File: config.mk
export PLATFORM = sky130hd
export DESIGN_NAME = register_cache_round_robin_spill
export DESIGN_NICKNAME = d
export VERILOG_FILES = /design/src/rcrr_pkg.sv /design/src/register_cache_round_robin_spill.sv
export SDC_FILE = /design/constraint.sdc
export NUM_CORES = 1
export LEC_CHECK = 0
export ABC_CLOCK_PERIOD_IN_PS = 7440
export BUFFER_PORTS_ARGS = -buffer_cell sky130_fd_sc_hd__buf_4
export CORE_ASPECT_RATIO = 1.5
export CORE_UTILIZATION = 50
export DETAILED_ROUTE_END_ITERATION = 6
export PLACE_DENSITY = 0.67
export SLEW_MARGIN = 5
export SYNTH_ARGS = -nofsm -noshare
export SYNTH_HDL_FRONTEND = slang
export SYNTH_SLANG_ARGS = --single-unit
export TNS_END_PERCENT = 5
File: constraint.sdc
create_clock -name clk -period 7.44 [get_ports clk]
set_input_delay 1.488 -clock clk [delete_from_list [all_inputs] [get_ports clk]]
set_output_delay 1.488 -clock clk [all_outputs]
set_load 0.02 [all_outputs]
File: src/rcrr_pkg.sv
// ----------------------------------------------------------------------------
// rcrr_pkg: shared types and codes of the register cache
// Tag kinds, action codes, request codes and sequencer states.
// ----------------------------------------------------------------------------
package rcrr_pkg;

  localparam int NREGS_C     = 28;
  localparam int FIRST_REG_C = 1;
  localparam int END_REG_C   = 28;
  localparam int PREG_BASE   = 20;

  typedef enum logic [2:0] {
    K_EMPTY = 3'd0, K_GLOBAL = 3'd1, K_LOCAL = 3'd2, K_PARAM = 3'd3,
    K_CONST = 3'd4, K_AGLOBAL = 3'd5, K_ALOCAL = 3'd6
  } kind_t;

  typedef enum logic [3:0] {
    A_REG = 4'd0, A_PREG = 4'd1, A_IMM = 4'd2, A_SPILL_G = 4'd3,
    A_SPILL_L = 4'd4, A_LOAD_G = 4'd5, A_LOAD_L = 4'd6, A_LOAD_P = 4'd7,
    A_MOVE_C = 4'd8, A_ADDR_G = 4'd9, A_ADDR_L = 4'd10, A_DONE = 4'd11,
    A_ERROR = 4'd12
  } action_t;

  typedef enum logic [2:0] {
    F_USE = 3'd0, F_DEFINE = 3'd1, F_ADDR = 3'd2, F_FLUSH = 3'd3,
    F_CLRCONST = 3'd4, F_LOCK = 3'd5, F_UNLOCK = 3'd6, F_BAD = 3'd7
  } func_t;

  localparam logic [1:0] VK_GLOBAL = 2'd0;
  localparam logic [1:0] VK_LOCAL  = 2'd1;
  localparam logic [1:0] VK_PARAM  = 2'd2;
  localparam logic [1:0] VK_CONST  = 2'd3;

  typedef enum logic [3:0] {
    S_IDLE, S_HIT, S_EMPTY, S_VICTIM, S_SPILL, S_LOAD, S_FINAL,
    S_FLUSH, S_CLR, S_DONE
  } state_t;

endpackage

File: src/register_cache_round_robin_spill.sv
// ----------------------------------------------------------------------------
// register_cache_round_robin_spill: fully associative register table
// Caches operands in registers, allocates with round-robin spill.
// ----------------------------------------------------------------------------
// A request is taken when start is high and busy is low. The block then walks
// its register table one entry per cycle through a single shared table read:
// a hit search, an empty search and a round-robin victim search each scan up
// to (HI - FIRST_REG) entries, HI being END_REG capped at NREGS_C, and a flush
// or constant clear visits each register once. Results come out on the result
// ports for exactly one cycle with out_valid high; the receiver cannot stall
// them, so it must take every item as it appears. last marks the final item
// of a request. Lock and unlock-all end with a single done item.
// param_count may be written whenever the block is idle.
module register_cache_round_robin_spill #(
  parameter int FIRST_REG = rcrr_pkg::FIRST_REG_C,
  parameter int END_REG   = rcrr_pkg::END_REG_C
) (
  input  logic        clk,
  input  logic        rst,
  input  logic        start,
  output logic        busy,
  input  logic        cfg_we,
  input  logic [3:0]  cfg_wdata,
  input  logic [2:0]  func,
  input  logic [1:0]  var_kind,
  input  logic [9:0]  var_index,
  input  logic signed [31:0] const_value,
  input  logic        keep_const,
  input  logic        load_from_slot,
  input  logic [4:0]  lock_target,
  output logic        out_valid,
  output logic [3:0]  action,
  output logic [4:0]  reg_number,
  output logic [9:0]  var_index_res,
  output logic [10:0] slot,
  output logic signed [31:0] const_value_res,
  output logic        last
);
  import rcrr_pkg::*;

  localparam int HI = (END_REG > NREGS_C) ? NREGS_C : END_REG;
  localparam logic [4:0] LO5 = 5'(FIRST_REG);
  localparam logic [4:0] HI5 = 5'(HI);

  // register table
  logic [12:0] entry_tag [NREGS_C];
  logic [NREGS_C-1:0] entry_locked;
  logic [4:0]  victim_pointer;
  logic [3:0]  param_count;

  // latched request
  logic [2:0]  rq_func;
  logic [1:0]  rq_kind;
  logic [9:0]  rq_idx;
  logic [31:0] rq_cval;
  logic [12:0] rq_tag;
  logic [4:0]  rq_tgt;

  state_t      state, state_next;
  logic [4:0]  ptr;       // scan pointer
  logic [4:0]  cnt;       // victim scan count
  logic [4:0]  sel;       // chosen register

  // one shared compare on the entry under the pointer
  logic [12:0] cur_tag;
  logic [2:0]  cur_kind;
  logic        hit_now;
  logic [4:0]  ptr_inc;
  assign cur_tag  = entry_tag[ptr];
  assign cur_kind = cur_tag[12:10];
  assign hit_now  = (cur_tag == rq_tag);
  assign ptr_inc  = (ptr + 5'd1 >= HI5) ? LO5 : ptr + 5'd1;

  logic        spill_needed;
  assign spill_needed = (cur_kind == K_GLOBAL) || (cur_kind == K_LOCAL);

  // output register; the strobe is a toggle compared against its delayed copy
  logic        o_tog;
  logic        o_tog_d;
  logic [3:0]  o_act;
  logic [4:0]  o_reg;
  logic [9:0]  o_vidx;
  logic [10:0] o_slot;
  logic [31:0] o_cval;
  logic        o_last;

  assign busy            = (state != S_IDLE);
  assign out_valid       = o_tog ^ o_tog_d;
  assign action          = o_act;
  assign reg_number      = o_reg;
  assign var_index_res   = o_vidx;
  assign slot            = o_slot;
  assign const_value_res = o_cval;
  assign last            = o_last;

  logic [10:0] loc_slot;
  assign loc_slot = 11'(rq_idx) + 11'(param_count);

  // sequencer and datapath in one clocked block; state_next is combinational
  always_comb begin
    state_next = state;
    unique case (state)
      S_IDLE:   state_next = S_IDLE;
      S_HIT:    state_next = S_HIT;
      S_EMPTY:  state_next = S_EMPTY;
      S_VICTIM: state_next = S_VICTIM;
      S_SPILL:  state_next = S_LOAD;
      S_LOAD:   state_next = S_FINAL;
      S_FINAL:  state_next = S_IDLE;
      S_FLUSH:  state_next = S_FLUSH;
      S_CLR:    state_next = S_CLR;
      S_DONE:   state_next = S_IDLE;
      default:  state_next = S_IDLE;
    endcase
  end

  logic [2:0] tk;
  always_comb begin
    if (func == F_ADDR) begin
      tk = (var_kind == VK_GLOBAL) ? K_AGLOBAL : K_ALOCAL;
    end else begin
      tk = (var_kind == VK_GLOBAL) ? K_GLOBAL :
           (var_kind == VK_LOCAL) ? K_LOCAL : K_PARAM;
    end
  end

  task automatic put(input logic [3:0] a, input logic [4:0] r, input logic [9:0] v,
                     input logic [10:0] s, input logic [31:0] c, input logic l);
    o_tog   <= ~o_tog;
    o_act   <= a;
    o_reg   <= r;
    o_vidx  <= v;
    o_slot  <= s;
    o_cval  <= c;
    o_last  <= l;
  endtask

  // delay the toggle so the strobe lasts exactly one cycle
  always_ff @(posedge clk) begin
    if (rst) begin
      o_tog_d <= 1'b0;
    end else begin
      o_tog_d <= o_tog;
    end
  end

  always_ff @(posedge clk) begin
    if (rst) begin
      state          <= S_IDLE;
      o_tog          <= 1'b0;
      param_count    <= '0;
      victim_pointer <= (FIRST_REG < NREGS_C) ? LO5 : 5'd0;
      entry_locked   <= '0;
      for (int i = 0; i < NREGS_C; i++) begin
        entry_tag[i] <= '0;
      end
    end else begin
      if (cfg_we) begin
        param_count <= cfg_wdata;
      end
      unique case (state)
        S_IDLE: begin
          if (start) begin
            rq_func <= func;
            rq_kind <= var_kind;
            rq_idx  <= var_index;
            rq_cval <= const_value;
            rq_tgt  <= lock_target;
            rq_tag  <= {tk, var_index};
            ptr     <= LO5;
            cnt     <= '0;
            if (func <= F_ADDR) begin
              if (var_kind == VK_PARAM && !(func == F_USE && load_from_slot)) begin
                put(A_PREG, (var_index < 10'd8) ? 5'(PREG_BASE) + var_index[4:0] : 5'd0,
                    '0, 11'(var_index), '0, 1'b1);
              end else if (var_kind == VK_CONST && keep_const) begin
                put(A_IMM, '0, '0, '0, const_value, 1'b1);
              end else if (LO5 >= HI5) begin
                put(A_ERROR, '0, '0, '0, '0, 1'b1);
              end else if (var_kind == VK_CONST) begin
                state <= S_EMPTY;
              end else begin
                state <= S_HIT;
              end
            end else begin
              unique case (func_t'(func))
                F_FLUSH:    state <= S_FLUSH;
                F_CLRCONST: state <= S_CLR;
                F_LOCK, F_UNLOCK: state <= S_DONE;
                default:    put(A_ERROR, '0, '0, '0, '0, 1'b1);
              endcase
            end
          end
        end
        S_HIT: begin
          if (hit_now) begin
            put(A_REG, ptr, '0, '0, '0, 1'b1);
            state <= S_IDLE;
          end else if (ptr + 5'd1 >= HI5) begin
            ptr   <= LO5;
            state <= S_EMPTY;
          end else begin
            ptr <= ptr + 5'd1;
          end
        end
        S_EMPTY: begin
          if (cur_tag == '0) begin
            sel   <= ptr;
            state <= S_LOAD;
          end else if (ptr + 5'd1 >= HI5) begin
            ptr   <= (victim_pointer < LO5 || victim_pointer >= HI5) ? LO5
                                                                    : victim_pointer;
            state <= S_VICTIM;
          end else begin
            ptr <= ptr + 5'd1;
          end
        end
        S_VICTIM: begin
          if (!entry_locked[ptr]) begin
            sel            <= ptr;
            victim_pointer <= ptr_inc;
            state          <= S_SPILL;
          end else if (cnt + 5'd1 >= HI5 - LO5) begin
            put(A_ERROR, '0, '0, '0, '0, 1'b1);
            state <= S_IDLE;
          end else begin
            cnt <= cnt + 5'd1;
            ptr <= ptr_inc;
          end
        end
        S_SPILL: begin
          // emit the spill of the victim at sel (ptr still points there)
          if (cur_kind == K_GLOBAL) begin
            put(A_SPILL_G, ptr, cur_tag[9:0], '0, '0, 1'b0);
          end else if (cur_kind == K_LOCAL) begin
            put(A_SPILL_L, ptr, '0, 11'(cur_tag[9:0]) + 11'(param_count), '0, 1'b0);
          end
          state <= S_LOAD;
        end
        S_LOAD: begin
          if (rq_kind == VK_CONST) begin
            entry_tag[sel] <= {K_CONST, 10'd0};
            put(A_MOVE_C, sel, '0, '0, rq_cval, 1'b0);
          end else begin
            entry_tag[sel] <= rq_tag;
            if (rq_func == F_USE) begin
              if (rq_kind == VK_GLOBAL) put(A_LOAD_G, sel, rq_idx, '0, '0, 1'b0);
              else if (rq_kind == VK_LOCAL) put(A_LOAD_L, sel, '0, loc_slot, '0, 1'b0);
              else put(A_LOAD_P, sel, '0, 11'(rq_idx), '0, 1'b0);
            end else if (rq_func == F_ADDR) begin
              if (rq_kind == VK_GLOBAL) put(A_ADDR_G, sel, rq_idx, '0, '0, 1'b0);
              else put(A_ADDR_L, sel, '0, loc_slot, '0, 1'b0);
            end
          end
          state <= S_FINAL;
        end
        S_FINAL: begin
          put(A_REG, sel, '0, '0, '0, 1'b1);
          state <= S_IDLE;
        end
        S_FLUSH: begin
          if (LO5 < HI5) begin
            if (spill_needed) begin
              if (cur_kind == K_GLOBAL) put(A_SPILL_G, ptr, cur_tag[9:0], '0, '0, 1'b0);
              else put(A_SPILL_L, ptr, '0, 11'(cur_tag[9:0]) + 11'(param_count), '0, 1'b0);
            end
            entry_tag[ptr] <= '0;
          end
          if (LO5 >= HI5 || ptr + 5'd1 >= HI5) begin
            state <= S_DONE;
          end else begin
            ptr <= ptr + 5'd1;
          end
        end
        S_CLR: begin
          if (LO5 < HI5 && cur_kind == K_CONST) begin
            entry_tag[ptr] <= '0;
          end
          if (LO5 >= HI5 || ptr + 5'd1 >= HI5) begin
            state <= S_DONE;
          end else begin
            ptr <= ptr + 5'd1;
          end
        end
        S_DONE: begin
          if (rq_func == F_LOCK) begin
            if (rq_tgt >= LO5 && rq_tgt < HI5) entry_locked[rq_tgt] <= 1'b1;
            put(A_DONE, rq_tgt, '0, '0, '0, 1'b1);
          end else begin
            if (rq_func == F_UNLOCK) begin
              for (int i = FIRST_REG; i < HI; i++) begin
                entry_locked[i] <= 1'b0;
              end
            end
            put(A_DONE, '0, '0, '0, '0, 1'b1);
          end
          state <= S_IDLE;
        end
        default: state <= state_next;
      endcase
    end
  end

endmodule

==> qor.log <==
INFO  grt            via_count_of_the_first_global_routing_pass=17660
INFO  layout         layout-drive-gt1-share=0.1378
INFO  sta            timing.final.crit_period=5669ps
INFO  sta            final_skew=14.88ps
INFO  synthesis      synth_area=0.02714mm²
INFO  placed_design  gp_congestion=0.9552
INFO  power          sequentialPowerShare=0.427
INFO  cts            root_buffer=clkbuf_16
INFO  grt            leftover_overflow_at_the_end_of_global_routing=0
INFO  layout         finalNetCount=2278
INFO  synthesis      synthesis.yosys.warnings=0
INFO  grt            grt_max_degree=55
INFO  critical_path  path_cells=nor2b_4 > buf_4 > a22oi_1 > a21oi_1 > nor4_2 > nor4b_1 > nor2_1 > nor2_4 > mux2i_1 > nor2b_1 > nand2_1 > nand2b_1
INFO  cts            cts.repair_timing.setup_buffer_count=0
INFO  run            maxCapViolations=0
INFO  synthesis      synth-edff-count=549
INFO  sta            finalMaxSlewViolations=0
INFO  sta            fin_crit_sh=0.7620
INFO  cts            count_of_hold_buffers_inserted_by_post_cts_repair=0
INFO  synthesis      syn-instance-count=2138
INFO  cts            tritoncts=built
INFO  critical_path  worst-endpoint-arrival=5890ps
INFO  route          final_antenna_net_count=0
INFO  floorplanning  fp.dieW=192.2µm
INFO  cts            cts_htree_levels=2
INFO  sta            tightest_slew=1375ps
INFO  critical_path  timing.critical_path.slowest_cell_delay=950ps
INFO  floorplanning  rows=104
INFO  floorplanning  top_level_ports=127
INFO  power          p_sw=3439µW
INFO  floorplanning  die_h=287.3µm
INFO  critical_path  endpoint_kind=flop
INFO  cts            clock_sinks=601
INFO  min_path       hold_path_class=flop to flop
INFO  grt            antenna_violations_before_repair=0
INFO  power          leakagePower=0.01057µW
INFO  synthesis      ys_types=76
INFO  route          dr_total_vias=17720
INFO  sta            max_freq=176.4MHz
INFO  critical_path  cpMaxStageDelayCell=nor2b_4
INFO  floorplanning  initial_core_util=0.5062
INFO  route          drt_iter0_drc=1884
INFO  sta            number_of_setup_violations_in_the_final_report=0
INFO  layout         instances_no_fill=2924
INFO  min_path       timing.hold.worst.start=entry_locked[0]$_SDFFE_PP0P_
INFO  placed_design  buffer_ports.inserted=126
INFO  critical_path  cells_on_worst_reg2reg_path=12
INFO  power          p_clk_frac=0.270
INFO  critical_path  crit_buf_inv=1
INFO  power          pint=6681µW
INFO  power          worst_ir_drop_vdd=268.2µV
INFO  critical_path  path_depth=12
INFO  cts            cts_made_buffers=53
INFO  critical_path  cpLargestDelayFamily=simple AND/OR/NAND/NOR gates
INFO  synthesis      postSynth.topFlopCell=edfxtp_1
INFO  critical_path  timing.critical_path.from_type=flop
INFO  sta            grt_setup_unrepaired=no
INFO  layout         multiInputGateArea=0.008792mm²
INFO  layout         layout.area.seq=0.01753mm²
INFO  min_path       hold_depth=1
INFO  placed_design  hpwlAfterDp=50760µm
INFO  sta            final_hold_viol_count=0
INFO  critical_path  largest_fanout_on_the_critical_path=36
INFO  grt            grt_first_pass_wirelength=109600µm
INFO  critical_path  required_time_of_the_critical_path=7660ps
INFO  placed_design  placedCellCount=2831
INFO  power          power.share.combinational=0.304
INFO  floorplanning  core_region_area=0.05361mm²
INFO  route          firstDrtPassIters=6
INFO  synthesis      syn_nets=2219
INFO  power          power_switching_share=0.3398
INFO  synthesis      synth_area_per_cell=12.69µm²
INFO  route          drt-wirelength-per-cell=25.53µm
INFO  sta            setup-tns-final=0ps
INFO  cts            max-clock-path-buffers=3
INFO  cts            cts_repair_resize_count=0
INFO  route          vias_per_cell=6.061
INFO  layout         diodes=0
INFO  cts            clock_insertion_delay_worst_skew=590ps
INFO  power          power.density=334.8mW/mm²
INFO  critical_path  worst_setup_path_class=flop to flop
INFO  sta            timing.slew.headroom=0.07460
INFO  cts            worst_setup_hold_path_clk_slew=70ps
INFO  synthesis      synth.yosys.seq_area_share=0.6459
INFO  layout         num-fill-cells=4406
INFO  synthesis      synth_async_sr_flop_share=0
INFO  synthesis      yosys_register_bits=601
INFO  route          detail_route.wirelength=74650µm
INFO  grt            grt_use_total=0.2718
INFO  layout         syn_to_final_growth=11.40%
INFO  floorplanning  design.die.area=0.05523mm²
INFO  route          drc_errors=0
INFO  run_status     result_of_the_run=finished, final reports clean
[kinds of logic (layout without fill, tap and decap cells)]
group                    after synthesis  after routing  synth area share
AND/OR/NAND/NOR                      765            765            0.1247
adder cells (fa/ha/maj)               19             19          0.009314
multiplexers                         233            233           0.09835
AO/OA/AOI/OAI                        284            284           0.07645
buffers and inverters                197            294           0.03274
flip-flops                           601            601            0.6459
XOR/XNOR                              39             39           0.01259
[layout by cell type (no fill, tap or decap), types with 6 or more instances in the layout]
| cell type | Yosys | final |
|---|---|---|
| nor2_1 | 453 | 452 |
| a22oi_1 | 105 | 105 |
| nand2b_1 | 42 | 42 |
| mux2_2 | 6 | 6 |
| mux2i_1 | 200 | 200 |
| buf_4 | 13 | 163 |
| or3_1 | 8 | 8 |
| xor2_1 | 19 | 19 |
| nor3b_1 | 12 | 12 |
| clkbuf_16 | 0 | 54 |
| clkbuf_1 | 80 | 14 |
| dfxtp_1 | 52 | 51 |
| nand2_1 | 110 | 98 |
| inv_1 | 37 | 37 |
| xnor2_1 | 20 | 20 |
| mux4_2 | 25 | 25 |
| ha_1 | 17 | 17 |
| nand2_2 | 0 | 12 |
| nand4_1 | 9 | 9 |
| clkinv_2 | 0 | 12 |
| and3_1 | 7 | 7 |
| nor3_1 | 19 | 18 |
| o221ai_1 | 12 | 12 |
| edfxtp_1 | 549 | 549 |
| nor2b_1 | 21 | 18 |
| a22o_1 | 42 | 42 |
| o21ai_0 | 30 | 29 |
| a21oi_1 | 50 | 50 |
| nand3_1 | 46 | 46 |
| nor4_1 | 8 | 8 |
[through the flow]
step / instance area (µm²) / setup WS (ps) / hold slack (ps) / util / total power [µW]
after floorplan: 27140 / 1037 / 424.4 / - / 6395
after global placement: 28570 / 1892 / 449.1 / 0.5329 / 7380
after detailed placement: 28570 / 1741 / 465.9 / 0.5329 / 7406
after CTS: 30230 / 1706 / 476.1 / 0.5639 / 10100
after global routing: 30230 / 1386 / 485.5 / 0.5639 / 10460
final: 30230 / 1771 / 473.0 / 0.5639 / 10120
[worst paths after layout]
check                                        end  slack [ps]
hold reg to reg     entry_locked[0]$_SDFFE_PP0P_         470
setup / recovery  entry_tag[25][1]$_SDFFCE_PN0P_        1770
hold / removal      entry_locked[0]$_SDFFE_PP0P_         470
setup reg to reg  entry_tag[25][1]$_SDFFCE_PN0P_        1770
[power by group through the flow]
stage	clock, µW	sequential [µW]	combinational (µW)
floorplan	0	4330	2070
global placement	0	4380	3000
detailed placement	0	4380	3030
CTS	2750	4320	3040
global route	2860	4350	3250
finish	2730	4320	3070
[cells in the mapped netlist, types with 3 or more instances]
library cell	number	area share
nand4_1	9	0.0021
nor2_1	453	0.063
and3b_1	4	0.0013
o221ai_1	12	0.0039
buf_6	5	0.0021
o22ai_1	3	0.00069
buf_4	13	0.0036
a211o_1	3	0.00097
buf_2	50	0.0092
a22oi_1	105	0.029
nand2b_1	42	0.0097
o211ai_1	5	0.0014
a311oi_1	3	0.00097
a32oi_1	3	0.00097
clkbuf_1	80	0.011
inv_1	37	0.0051
edfxtp_1	549	0.61
and2_1	3	0.00069
buf_1	12	0.0017
mux2_2	6	0.0025
mux2i_1	200	0.074
nand2_1	110	0.015
nor4_1	8	0.0018
o21ai_0	30	0.0055
ha_1	17	0.0078
xnor2_1	20	0.0065
xor2_1	19	0.0061
nor2b_1	21	0.0048
a21oi_1	50	0.0092
nor3_1	19	0.0035
a21o_1	5	0.0014
mux4_2	25	0.021
or2_2	3	0.00069
nor3b_1	12	0.0033
and3_1	7	0.0016
or3_1	8	0.0018
a22o_1	42	0.014
nand3_1	46	0.0085
dfxtp_1	52	0.038
[flip-flops by register name (all words and copies together) (netlist names), 2 cells and up, named ones only]
signal           count
action               4
cnt                  5
const_value_res     32
entry_locked        28
entry_tag          416
param_count          4
ptr                  5
reg_number           5
rq_cval             32
rq_func              3
rq_idx               9
rq_kind              2
rq_tag               4
rq_tgt               5
sel                  5
slot                11
state                4
state_next           4
var_index_res       10
victim_pointer       5
[final cells by class]
cell class | instances | area share
Clock buffer | 69 | 0.04690
Timing Repair Buffer | 164 | 0.04114
Tap cell | 689 | 0.02852
Inverter | 37 | 0.004594
Multi-Input combinational cell | 1340 | 0.2909
Sequential cell | 601 | 0.5799
Clock inverter | 24 | 0.008071
[per-layer routing]
metal,vias to the layer above,GRT usage,share of wire
li1,7938,-,-
met1,8700,0.3064,0.35
met2,858,0.4781,0.52
met3,225,0.04054,0.067
met4,0,0.1711,0.068
met5,-,0,0
[worst register-to-register path, cell delays in order, from the launching register on]
cell and delay, ps:
dfxtp_1 740, nor2b_4 950, buf_4 320, a22oi_1 100, a21oi_1 330, nor4_2 160
nor4b_1 330, nor2_1 170, nor2_4 270, mux2i_1 370, nor2b_1 500, nand2_1 440
nand2b_1 620
(Power assumes the default switching activity.)
